### src/rtl/sds_pkg.sv
// Shared types, constants and digit arithmetic of the seven-segment digit scan unit.
package sds_pkg;

   localparam int VALUE_W = 14;
   localparam int POS_W = 2;
   localparam int DIGITS = 4;
   localparam int SEG_W = 7;
   localparam int DIGIT_W = 4;
   localparam int Q10_W = 11;
   localparam int Q100_W = 8;
   localparam int Q1000_W = 5;
   localparam int REQ_DATA_W = 16;
   localparam int RSP_DATA_W = 16;

   localparam logic [POS_W-1:0] POS_HUNDREDS = 2'd0;
   localparam logic [POS_W-1:0] POS_TENS = 2'd1;
   localparam logic [POS_W-1:0] POS_UNITS = 2'd2;
   localparam logic [POS_W-1:0] POS_TENTHS = 2'd3;

   localparam logic [VALUE_W-1:0] HUNDREDS_BLANK_LIMIT = 14'd1000;
   localparam logic [VALUE_W-1:0] TENS_BLANK_LIMIT = 14'd100;

   localparam logic [SEG_W-1:0] SEG_BLANK_N = 7'h7F;

   // Reciprocal constants, exact for every 14-bit operand.
   localparam logic [15:0] DIV10_MUL = 16'd52429;
   localparam int DIV10_SHIFT = 19;
   localparam logic [15:0] DIV100_MUL = 16'd41944;
   localparam int DIV100_SHIFT = 22;
   localparam logic [13:0] DIV1000_MUL = 14'd8389;
   localparam int DIV1000_SHIFT = 23;

   typedef struct packed {
      logic [VALUE_W-1:0] value_tenths;
      logic [Q10_W-1:0] quot_10;
      logic [Q100_W-1:0] quot_100;
      logic [Q1000_W-1:0] quot_1000;
      logic decimal_all;
   } quot_type;

   typedef struct packed {
      logic point_n;
      logic [SEG_W-1:0] segments_n;
      logic [DIGITS-1:0] digit_enable;
      logic [POS_W-1:0] digit_index;
   } rsp_fields_type;

   function automatic logic [Q10_W-1:0] div10_f(input logic [VALUE_W-1:0] x);
      logic [29:0] prod;
      prod = 30'(x) * 30'(DIV10_MUL);
      return prod[DIV10_SHIFT +: Q10_W];
   endfunction

   function automatic logic [Q100_W-1:0] div100_f(input logic [VALUE_W-1:0] x);
      logic [29:0] prod;
      prod = 30'(x) * 30'(DIV100_MUL);
      return prod[DIV100_SHIFT +: Q100_W];
   endfunction

   function automatic logic [Q1000_W-1:0] div1000_f(input logic [VALUE_W-1:0] x);
      logic [27:0] prod;
      prod = 28'(x) * 28'(DIV1000_MUL);
      return prod[DIV1000_SHIFT +: Q1000_W];
   endfunction

   function automatic logic [DIGIT_W-1:0] mod10_f(input logic [VALUE_W-1:0] x);
      logic [VALUE_W-1:0] tens;
      logic [VALUE_W-1:0] rem;
      tens = {3'b000, div10_f(x)};
      rem = x - ((tens << 3) + (tens << 1));
      return rem[DIGIT_W-1:0];
   endfunction

   function automatic logic [SEG_W-1:0] seg_on_f(input logic [DIGIT_W-1:0] d);
      logic [SEG_W-1:0] seg;
      case (d)
         4'd0: seg = 7'h3F;
         4'd1: seg = 7'h06;
         4'd2: seg = 7'h5B;
         4'd3: seg = 7'h4F;
         4'd4: seg = 7'h66;
         4'd5: seg = 7'h6D;
         4'd6: seg = 7'h7D;
         4'd7: seg = 7'h07;
         4'd8: seg = 7'h7F;
         4'd9: seg = 7'h6F;
         default: seg = 7'h00;
      endcase
      return seg;
   endfunction

endpackage

### src/rtl/sds_quot_stage.sv
// Input register stage that holds the value and its quotients by 10, 100 and 1000.
module sds_quot_stage
   import sds_pkg::*;
(
   input  logic clock,
   input  logic reset,
   input  logic req_tvalid,
   output logic req_tready,
   input  logic [REQ_DATA_W-1:0] req_tdata,
   input  logic req_tuser,
   output logic quot_valid,
   input  logic quot_ready,
   output quot_type quot_data
);

   logic valid_ff;
   logic valid_in;
   quot_type data_ff;
   quot_type data_in;
   logic [VALUE_W-1:0] value;

   assign value = req_tdata[VALUE_W-1:0];
   assign req_tready = !valid_ff || quot_ready;

   always_comb begin
      valid_in = valid_ff;
      if (req_tready) begin
         valid_in = req_tvalid;
      end
      data_in.value_tenths = value;
      data_in.quot_10 = div10_f(value);
      data_in.quot_100 = div100_f(value);
      data_in.quot_1000 = div1000_f(value);
      data_in.decimal_all = req_tuser;
   end

   always_ff @(posedge clock) begin
      if (reset) begin
         valid_ff <= 1'b0;
      end else begin
         valid_ff <= valid_in;
      end
   end

   always_ff @(posedge clock) begin
      if (req_tvalid && req_tready) begin
         data_ff <= data_in;
      end
   end

   assign quot_valid = valid_ff;
   assign quot_data = data_ff;

endmodule

### src/rtl/sds_digit_stage.sv
// Digit pointer, digit selection, segment decode and result register.
module sds_digit_stage
   import sds_pkg::*;
(
   input  logic clock,
   input  logic reset,
   input  logic quot_valid,
   output logic quot_ready,
   input  quot_type quot_data,
   output logic rsp_tvalid,
   input  logic rsp_tready,
   output logic [RSP_DATA_W-1:0] rsp_tdata
);

   logic [POS_W-1:0] pointer_ff;
   logic [POS_W-1:0] pointer_in;
   logic rsp_valid_ff;
   logic rsp_valid_in;
   rsp_fields_type rsp_data_ff;
   rsp_fields_type rsp_data_in;
   logic take;
   logic [POS_W-1:0] pos;
   logic [VALUE_W-1:0] quot_sel;
   logic [DIGIT_W-1:0] digit;
   logic blank;

   assign quot_ready = !rsp_valid_ff || rsp_tready;
   assign take = quot_valid && quot_ready;
   assign pos = pointer_ff + 2'd1;

   always_comb begin
      case (pos)
         POS_HUNDREDS: quot_sel = VALUE_W'(quot_data.quot_1000);
         POS_TENS: quot_sel = VALUE_W'(quot_data.quot_100);
         POS_UNITS: quot_sel = VALUE_W'(quot_data.quot_10);
         POS_TENTHS: quot_sel = quot_data.value_tenths;
         default: quot_sel = quot_data.value_tenths;
      endcase
   end

   assign digit = mod10_f(quot_sel);
   assign blank = ((pos == POS_HUNDREDS) && (quot_data.value_tenths < HUNDREDS_BLANK_LIMIT))
      || ((pos == POS_TENS) && (quot_data.value_tenths < TENS_BLANK_LIMIT));

   always_comb begin
      pointer_in = take ? pos : pointer_ff;
      rsp_valid_in = rsp_valid_ff;
      if (quot_ready) begin
         rsp_valid_in = quot_valid;
      end
      rsp_data_in.digit_index = pos;
      rsp_data_in.digit_enable = DIGITS'(1) << pos;
      rsp_data_in.segments_n = blank ? SEG_BLANK_N : ~seg_on_f(digit);
      rsp_data_in.point_n = !((pos == POS_UNITS) || quot_data.decimal_all);
   end

   always_ff @(posedge clock) begin
      if (reset) begin
         pointer_ff <= '0;
         rsp_valid_ff <= 1'b0;
      end else begin
         pointer_ff <= pointer_in;
         rsp_valid_ff <= rsp_valid_in;
      end
   end

   always_ff @(posedge clock) begin
      if (take) begin
         rsp_data_ff <= rsp_data_in;
      end
   end

   assign rsp_tvalid = rsp_valid_ff;
   assign rsp_tdata = {(RSP_DATA_W - $bits(rsp_fields_type))'(0), rsp_data_ff};

endmodule

### src/rtl/seven_segment_digit_scan_unit.sv
// Top level of the seven-segment digit scan unit.
// A request passes the quotient register and then the result register of the digit stage;
// either register holds its transaction while the stage behind it is not ready.
// Throughput: one transaction per cycle while rsp_tready stays high, set by the two register
// stages around the quotient multipliers and the digit decode.
// Reset clears both valid flags and the digit pointer, so the first result drives digit 1.
module seven_segment_digit_scan_unit
   import sds_pkg::*;
(
   input  logic clock,
   input  logic reset,
   input  logic req_tvalid,
   output logic req_tready,
   input  logic [REQ_DATA_W-1:0] req_tdata,  // value_tenths[13:0], zeros [15:14]
   input  logic req_tuser,                   // decimal_all
   output logic rsp_tvalid,
   input  logic rsp_tready,
   output logic [RSP_DATA_W-1:0] rsp_tdata   // digit_index[1:0], digit_enable[5:2],
                                             // segments_n[12:6], point_n[13], zeros
);

   logic quot_valid;
   logic quot_ready;
   quot_type quot_data;

   sds_quot_stage u_quot (
      .clock(clock),
      .reset(reset),
      .req_tvalid(req_tvalid),
      .req_tready(req_tready),
      .req_tdata(req_tdata),
      .req_tuser(req_tuser),
      .quot_valid(quot_valid),
      .quot_ready(quot_ready),
      .quot_data(quot_data)
   );

   sds_digit_stage u_digit (
      .clock(clock),
      .reset(reset),
      .quot_valid(quot_valid),
      .quot_ready(quot_ready),
      .quot_data(quot_data),
      .rsp_tvalid(rsp_tvalid),
      .rsp_tready(rsp_tready),
      .rsp_tdata(rsp_tdata)
   );

endmodule

### config.mk
export PLATFORM = sky130hd
export DESIGN_NAME = seven_segment_digit_scan_unit
export DESIGN_NICKNAME = d
export VERILOG_FILES = /design/src/rtl/sds_pkg.sv /design/src/rtl/sds_quot_stage.sv /design/src/rtl/sds_digit_stage.sv /design/src/rtl/seven_segment_digit_scan_unit.sv
export SDC_FILE = /design/constraint.sdc
export NUM_CORES = 1
export LEC_CHECK = 0
export BUFFER_PORTS_ARGS = -buffer_cell sky130_fd_sc_hd__buf_2
export CELL_PAD_IN_SITES_DETAIL_PLACEMENT = 0
export CELL_PAD_IN_SITES_GLOBAL_PLACEMENT = 1
export CORE_ASPECT_RATIO = 2
export CORE_MARGIN = 2
export CORE_UTILIZATION = 57
export CTS_CLUSTER_SIZE = 20
export DETAILED_ROUTE_END_ITERATION = 16
export PLACE_DENSITY_LB_ADDON = 0.1
export SLEW_MARGIN = 20
export SYNTH_ARGS = -nofsm -noshare
export SYNTH_HDL_FRONTEND = slang
export SYNTH_SLANG_ARGS = --single-unit
### constraint.sdc
create_clock -name clock -period 12.3 [get_ports clock]
set_input_delay 0.615 -clock clock [delete_from_list [all_inputs] [get_ports clock]]
set_output_delay 0.615 -clock clock [all_outputs]
set_load 0.1 [all_outputs]
### After elaboration in Yosys (flattened, before gate mapping)

Memories as Yosys holds them, arrays and structs flattened.
Cells that the tools add are included.

* flip-flop bits (word level): 57
* bits in read-only memories: 112
* word-level logic and storage cells: 40
* memories kept: 1

* add/subtract/negate cells: 3
* multiply operators: 4
* $lt $le $gt $ge: 2
* equality and inequality tests: 3
* shift operators: 1
* multiplexer cells: 1
* bitwise logic cells: 1
* reductions and logical operators: 12

Memory list
* (name not given): words 16, width 7, rd ports 1, clocked after memory_dff 0, wr ports 0, RTL line sds_pkg.sv:76 `case (d)`

Operators by type and width (number)
* $pmux 14 s4: 1
* $mul 14x16->30 const B: 1
* $mul 14x14->28 const B: 1
* $mul 14x13->27 const B: 1
* $mul 14x16->22 const B: 1
* $lt 14x10->1 const B: 1
* $lt 14x7->1 const B: 1
* $not 7->7: 1
* $add 4x4->4: 1
* $eq 2x2->1 const B: 2
* $logic_and 1x1->1: 4
* $logic_or 1x1->1: 4
* $shl 1x2->4 const A: 1
* $sub 4x4->4: 1
* $logic_not 1->1: 3
* $add 2x1->2 const B: 1
* $eq 2x1->1 const B: 1
* $logic_not 2->1: 1

### Logic depth before layout (Yosys ltp)

Gate-level depths: netlist of run 1.
An unclocked memory read counts as a cell.

* depth after elaboration: 8
* depth in mapped cells: 35

### Cells and area by module

Synthesis of run 1 repeated with hierarchy kept, for this count alone.

* cells, all modules: 1391
* area, all modules: 13783.2 sq um

By module, submodules not included
* sds_quot_stage: instances 1, cells each 962, area each 9799.4 sq um, seq. area each 1191.1 sq um
* sds_digit_stage: instances 1, cells each 429, area each 3983.8 sq um, seq. area each 480.5 sq um

### Worst setup path before layout of run 1

Ideal clock, no wire load.

* path type: flip-flop to flip-flop
* start: register u_digit.pointer_ff[0]
* end: register u_digit.rsp_data_ff (netlist bit u_digit.rsp_tdata[11]), data pin
* data arrival time: 6982 ps
* required time: 12027 ps
* setup slack: 5045 ps
* stages on the path, launching flop included: 29
* path buffers: 1
* cells stage by stage: dfxtp_1 inv_1 ha_1 buf_2 nor2b_1 and2_1 ha_1 fa_1 fa_1 fa_1 fa_1 fa_1 inv_1 ha_1 a2111oi_0 nand3_1 o22ai_2 inv_1 a21oi_1 xnor2_1 ha_1 xnor2_1 xnor2_1 xnor2_1 xnor2_1 xnor2_2 xnor2_2 o311ai_1 nand2_1

* word-level cells in the longest chain between the ends: 8

RTL lines
* start: declaration: RTL line sds_digit_stage.sv:15 `logic [POS_W-1:0] pointer_ff;`
* start signal: assignment: RTL line sds_digit_stage.sv:62 `pointer_ff <= pointer_in;`
* $add 2x1->2 *: RTL line sds_digit_stage.sv:29 `assign pos = pointer_ff + 2'd1;`
* named net u_digit.pos[0]: RTL line sds_digit_stage.sv:22 `logic [POS_W-1:0] pos;`
* $eq 2x2->1, or another cell as far along: RTL line sds_digit_stage.sv:32 `case (pos)`
* $pmux 14 s4: RTL line sds_digit_stage.sv:32
* $mul 14x16->22: RTL line sds_pkg.sv:50 `prod = 30'(x) * 30'(DIV10_MUL);`
* $add 4x4->4: RTL line sds_pkg.sv:70 `rem = x - ((tens << 3) + (tens << 1));`
* $sub 4x4->4: RTL line sds_pkg.sv:70
* $mem_v2 16x7
* $not 7->7: RTL line sds_digit_stage.sv:53 `rsp_data_in.segments_n = blank ? SEG_BLANK_N : ~seg_on_f(digit);`
* end signal: assignment: RTL line sds_digit_stage.sv:69 `rsp_data_ff <= rsp_data_in;`
* end: declaration: RTL line sds_digit_stage.sv:19 `rsp_fields_type rsp_data_ff;`

The timed path passes the listed nets; every way through them passes the cells marked *.
A chain may end at the register's enable or synchronous reset.

### Final worst setup path of run 1

* start: register u_digit.pointer_ff[0]
* end: register u_digit.rsp_data_ff (netlist bit u_digit.rsp_tdata[11]), data pin

* word-level cells in the longest chain between the ends: 8

RTL lines (RTL line)
* $add 2x1->2 *: sds_digit_stage.sv:29
* $eq 2x2->1, or another cell as far along: sds_digit_stage.sv:32
* $pmux 14 s4: sds_digit_stage.sv:32
* $mul 14x16->22: sds_pkg.sv:50
* $add 4x4->4: sds_pkg.sv:70
* $sub 4x4->4: sds_pkg.sv:70
* $mem_v2 16x7
* $not 7->7: sds_digit_stage.sv:53

Every way passes the cells marked *; elsewhere a longest branch is shown, timed or not.

==> summary.txt, run 1 <==
Timing
  – Setup_tns: 0 ns
  – Final setup viols: 0
  – FMAX: 0.119 GHz
  – Slew @ Worst Pin: 0.850 ns
  – Slew headroom: 43.3%
  – RSZ-0062 raised after global routing: no
  – Final min period: 8.41 ns
  – Clock skew: 0.00646 ns
  – Crit share post-route: 68.4%
  – Final count of pins violating max slew: 0
  – Hold Fails Final Rpt: 0

Clocking
  – Total setup buffers inserted after CTS: 0
  – Post-CTS Resized: 0
  – Worst-Skew Late Latency: 0.33 ns
  – H-tree levels: 3
  – Clock slew at reported path FFs: 0.05 ns
  – Num CTS Buffers: 9
  – CTS tree: yes
  – Hold Buf Count CTS: 0
  – Clk sinks: 57
  – CTS Buffer Depth: 2
  – Clk root buf: clkbuf_16

Floorplanning
  – Full die area: 24700 um2
  – Die span in x: 112 um
  – I/O pins: 39
  – Core Area: 23100 um2
  – Initial Util: 57.5%
  – Die Height: 220 um
  – Num rows: 79

Place
  – Routability cong.: 0.928
  – IO buf count: 34
  – HPWL Detailed: 27900 um

Final layout
  – Area of the multi-input gates: 10200 um2
  – # fillers: 2096
  – Area grow syn2layout: 6.14%
  – Reg area: 1670 um2
  – Nets: 1895
  – Share of post-route cells with drive strength above 1: 5.07%
  – N_diodes: 0
  – Core Util, Final: 61.0%

Synth
  – Synth Area in Adders: 61.1%
  – Post-synth ARST share: 0%
  – Xor and xnor area share after synthesis: 2.61%
  – Synthesized-area fraction occupied by and/or/nand/nor cells: 5.21%
  – Main synth FF type: edfxtp_1
  – Yosys top cell by area: ha_1
  – Synth Register Bits: 57
  – Register area share after synthesis: 12.6%
  – Post-synth top cells: inv_1, ha_1, fa_1
  – Yosys Warn Count: 0
  – Synth Area per Inst: 10.3 um2
  – Unique masters post-synth: 59
  – Mux cell area share after synthesis: 0.480%
  – Compound-Gate Fraction of Synth Area: 7.32%
  – Share of the synthesized area in the top cell type: 33.3%
  – Largest family of logic cells by synthesized area: adder cells
  – Post-Syn Instances: 1295
  – Synthesized area: 13300 um2
  – Most common cell in the synthesized netlist: inv_1
  – Top post-synthesis cells by area: ha_1, fa_1, edfxtp_1, inv_1, xnor2_1
  – Post-synth EDFFs: 53

Global route
  – Initial antenna violation count: 0
  – Total GRT Usage: 26.9%
  – Largest net degree at the start of global routing: 40
  – Gr ovfl total: 0
  – First-pass GRT wire length: 49800 um
  – Vias in the first global route: 10000

Detailed routing
  – Vias/cell: 5.46
  – DR vias: 8863
  – Drt total wl: 30800 um
  – DRC viols: 0
  – Drt first pass iters: 4
  – Starting DRT DRC Count: 232
  – Wire length per cell: 19.0 um
  – ANT nets after route: 0

Setup path
  – Crit Path Class: reg -> reg
  – CP Launch Type: flop
  – Endpoint type of the worst setup path: flop
  – Worst EP required: 12.36 ns
  – Critical Path AT: 8.47 ns
  – R2R Setup Slk: 3.89 ns
  – Crit path largest cell delay: 0.55 ns
  – CP max stage cell: fa_1
  – Worst Path Max Fanout: 13
  – Crit-path most repeated cell: inv_1

Hold path
  – Hold crit path type: in -> reg

Job
  – Max cap viols: 0

Status
  – Outcome: completed
==> kinds of logic after synthesis <==
logic type	count (synthesis)
multiplexers	6
AO/OA/AOI/OAI	138
adder cells (fa/ha/maj)	539
buffers and inverters	374
flip-flops	57
other	1
XOR/XNOR	38
AND/OR/NAND/NOR	142
==> through the flow <==
| stage | worst slack (ns) | hold WS [ns] | std cells | cell area (um2) |
|---|---|---|---|---|
| after detailed placement | 3.80 | 0.508 | 1607 | 13800 |
| after floorplan | 5.04 | 0.478 | 1296 | 13300 |
| after global routing | 3.32 | 0.446 | 1623 | 14100 |
| final | 3.89 | 0.455 | 1623 | 14100 |
| after CTS | 3.79 | 0.447 | 1623 | 14100 |
| after global placement | 3.96 | 0.499 | 1607 | 13800 |
==> area by class of cell <==
type                            instances  share of cell area, %
Clock buffer                            9                   1.60
Clock inverter                          7                  0.665
Inverter                              367                   9.76
Timing Repair Buffer                   35                   1.26
Tap cell                              283                   2.51
Sequential cell                        57                   11.8
Multi-Input combinational cell        865                   72.4
==> worst paths after layout <==
kind,from,endpoint,cells past startpoint
max,u_digit.pointer_ff[0],u_digit.rsp_tdata[11],32
min,req_tuser,u_quot.quot_data[0],1
max reg2reg,u_digit.pointer_ff[0],u_digit.rsp_tdata[11],32
min reg2reg,u_quot.quot_valid,u_digit.rsp_tvalid,2
==> layout by cell type, fill, tap and decap left out, drive strengths merged, types with 16 or more instances in the layout <==
cell / synthesis / routed
a21o: 18 / 18
xnor2: 27 / 27
nor2: 40 / 40
o21a: 16 / 16
ha: 354 / 354
fa: 185 / 185
buf: 6 / 35
nand2: 31 / 31
a21oi: 28 / 28
inv: 367 / 368
edfxtp: 53 / 53
o21ai: 21 / 21
==> flip-flops by register name (all words and copies together) (netlist names) <==
| name | cells |
|---|---|
| u_quot.quot_data | 39 |
| u_digit.rsp_tdata | 14 |
| u_digit.pointer_ff | 2 |
| u_digit.rsp_tvalid | 1 |
| u_quot.quot_valid | 1 |
==> layer usage <==
layer  wire, um  GRT usage (%)  vias to the layer above
met5          0              0                        -
met4       2480           18.1                        0
met3        527           2.28                       99
met2      18200           55.6                      150
met1       9610           23.5                     4327
li1           -              -                     4287
==> worst max-delay path: cells and delay by family (launching register included) <==
family | cells | cell delay (ns)
AND/OR/NAND/NOR | 4 | 0.48
buffers and inverters | 7 | 0.74
XOR/XNOR | 7 | 1.32
AO/OA/AOI/OAI | 5 | 1.56
flip-flops | 1 | 0.47
adder cells (fa/ha/maj) | 9 | 3.56
Power of run 1 is not shown: default switching activity piles up to over one toggle a cycle in this logic, so the estimate is an artifact.
==> run 2: changes to the inputs <==
Settings changed: CORE_UTILIZATION 57 to 53.
Clock period 12.3 ns to 8.2 ns, I/O delays scaled along.
==> summary.txt, run 2 (synthesis gave the netlist of run 1 again) <==
Status
  – Outcome: completed

Timing
  – Final min period: 7.59 ns
  – FMAX: 0.132 GHz
  – Final setup viols: 0
  – Slew @ Worst Pin: 0.895 ns
  – RSZ-0062 raised after global routing: no
  – Final count of pins violating max slew: 0
  – Slew headroom: 40.3%
  – Crit share post-route: 92.6%
  – Setup_tns: 0 ns
  – Final setup margin: 0.606 ns
  – Clock skew: 0.00945 ns
  – Hold Fails Final Rpt: 0

Floorplanning
  – Die Height: 228 um
  – Full die area: 26500 um2
  – Core Area: 24800 um2
  – Die span in x: 116 um
  – I/O pins: 39
  – Num rows: 82
  – Initial Util: 53.6%

Setup path
  – Crit-path most repeated cell: inv_1
  – Worst Path Max Fanout: 12
  – Crit. Startpoint: u_digit.pointer_ff[0]
  – Endpoint type of the worst setup path: flop
  – Worst path bufs/invs: 6
  – Instance count on the critical path: 32
  – R2R Setup Slk: 0.61 ns
  – Critical Path AT: 7.62 ns
  – FF-to-FF path depth: 32
  – Crit path largest cell delay: 0.57 ns
  – CP Launch Type: flop
  – Worst setup path endpoint: u_digit.rsp_tdata[12]
  – Crit Path Class: reg -> reg
  – Family with the most delay on the worst path: adder cells
  – RR Startpoint: u_digit.pointer_ff[0]
  – CP max stage cell: a222oi_1
  – Worst EP required: 8.23 ns
  – R2R Path End: u_digit.rsp_tdata[12]

Global route
  – Total GRT Usage: 23.1%
  – Vias in the first global route: 9247
  – Largest net degree at the start of global routing: 40
  – Initial antenna violation count: 0
  – Gr ovfl total: 0
  – First-pass GRT wire length: 47400 um

Hold path
  – Worst Hold Path Cells: 1
  – Hold crit path type: in -> reg

Detailed routing
  – DRC viols: 0
  – DR vias: 8739
  – ANT nets after route: 0
  – Wire length per cell: 17.0 um
  – Wire length on met1: 13100 um
  – Starting DRT DRC Count: 455
  – Drt first pass iters: 5
  – DR WL met2: 14300 um
  – Top Layer Used: met4
  – Vias/cell: 5.19
  – Drt total wl: 28600 um
  – Met3 WL post-DR: 884 um

Final layout
  – Max reg flops: 39
  – Most common cell after layout, fill and taps aside: inv_1
  – Share of post-route cells with drive strength above 1: 6.08%
  – Core Util, Final: 57.4%
  – Most frequent cells in the layout: inv_1, ha_1, fa_1
  – Area grow syn2layout: 7.18%
  – Nets: 1904
  – Non-filler instance count after layout: 1685
  – N_diodes: 0

Clocking
  – H-tree levels: 3
  – Worst-Skew Late Latency: 0.32 ns
  – CTS tree: yes
  – Clk root buf: clkbuf_16
  – Hold Buf Count CTS: 0
  – Clk sinks: 57
  – Num CTS Buffers: 9
  – CTS Buffer Depth: 2
  – Clock slew at reported path FFs: 0.05 ns

Job
  – Max cap viols: 0

Place
  – HPWL Detailed: 24900 um
  – Routability cong.: 0.894
  – Place WS: 0.227 ns
  – Inst Count DP: 1665
  – IO buf count: 34
run 2: how the worst min path moves through the flow:
| stage | startpoint | endpoint |
|---|---|---|
| 2_1_floorplan | u_quot.quot_valid | u_digit.rsp_tvalid |
| 3_3_place_gp | u_quot.quot_valid | u_digit.rsp_tvalid |
| 3_5_place_dp | u_quot.quot_valid | u_digit.rsp_tvalid |
| 4_1_cts | req_tuser | u_quot.quot_data[0] |
| 5_1_grt | req_tuser | u_quot.quot_data[0] |
| 6_report | req_tuser | u_quot.quot_data[0] |
run 2: through the flow:
| step | hold slack (ns) | instance area (um2) |
|---|---|---|
| 6_report | 0.268 | 14300 |
| 3_5_place_dp | 0.505 | 13900 |
| 4_1_cts | 0.260 | 14200 |
| 3_3_place_gp | 0.488 | 13900 |
| 5_1_grt | 0.262 | 14300 |
| 2_1_floorplan | 0.478 | 13300 |
run 2: area by class of cell:
| class | instances | area [um2] |
|---|---|---|
| Inverter | 367 | 1380 |
| Clock buffer | 9 | 225 |
| Clock inverter | 7 | 71.3 |
| Multi-Input combinational cell | 865 | 10200 |
| Timing Repair Buffer | 44 | 245 |
| Fill cell | 2309 | 10600 |
| Sequential cell | 57 | 1670 |
| Tap cell | 336 | 420 |
run 2: metal layers:
metal  global-route usage, %  up-vias
met2                    39.1      132
met5                       0        -
li1                        -     4306
met4                    3.09        0
met1                    33.3     4286
met3                    1.91       15
run 2: timing repair:
action / CTS / global route
setup endpoints to repair: 0 / 7
setup buffers: 0 / 4
gates resized for setup: 0 / 8
Power of run 2 is left out for the same reason.
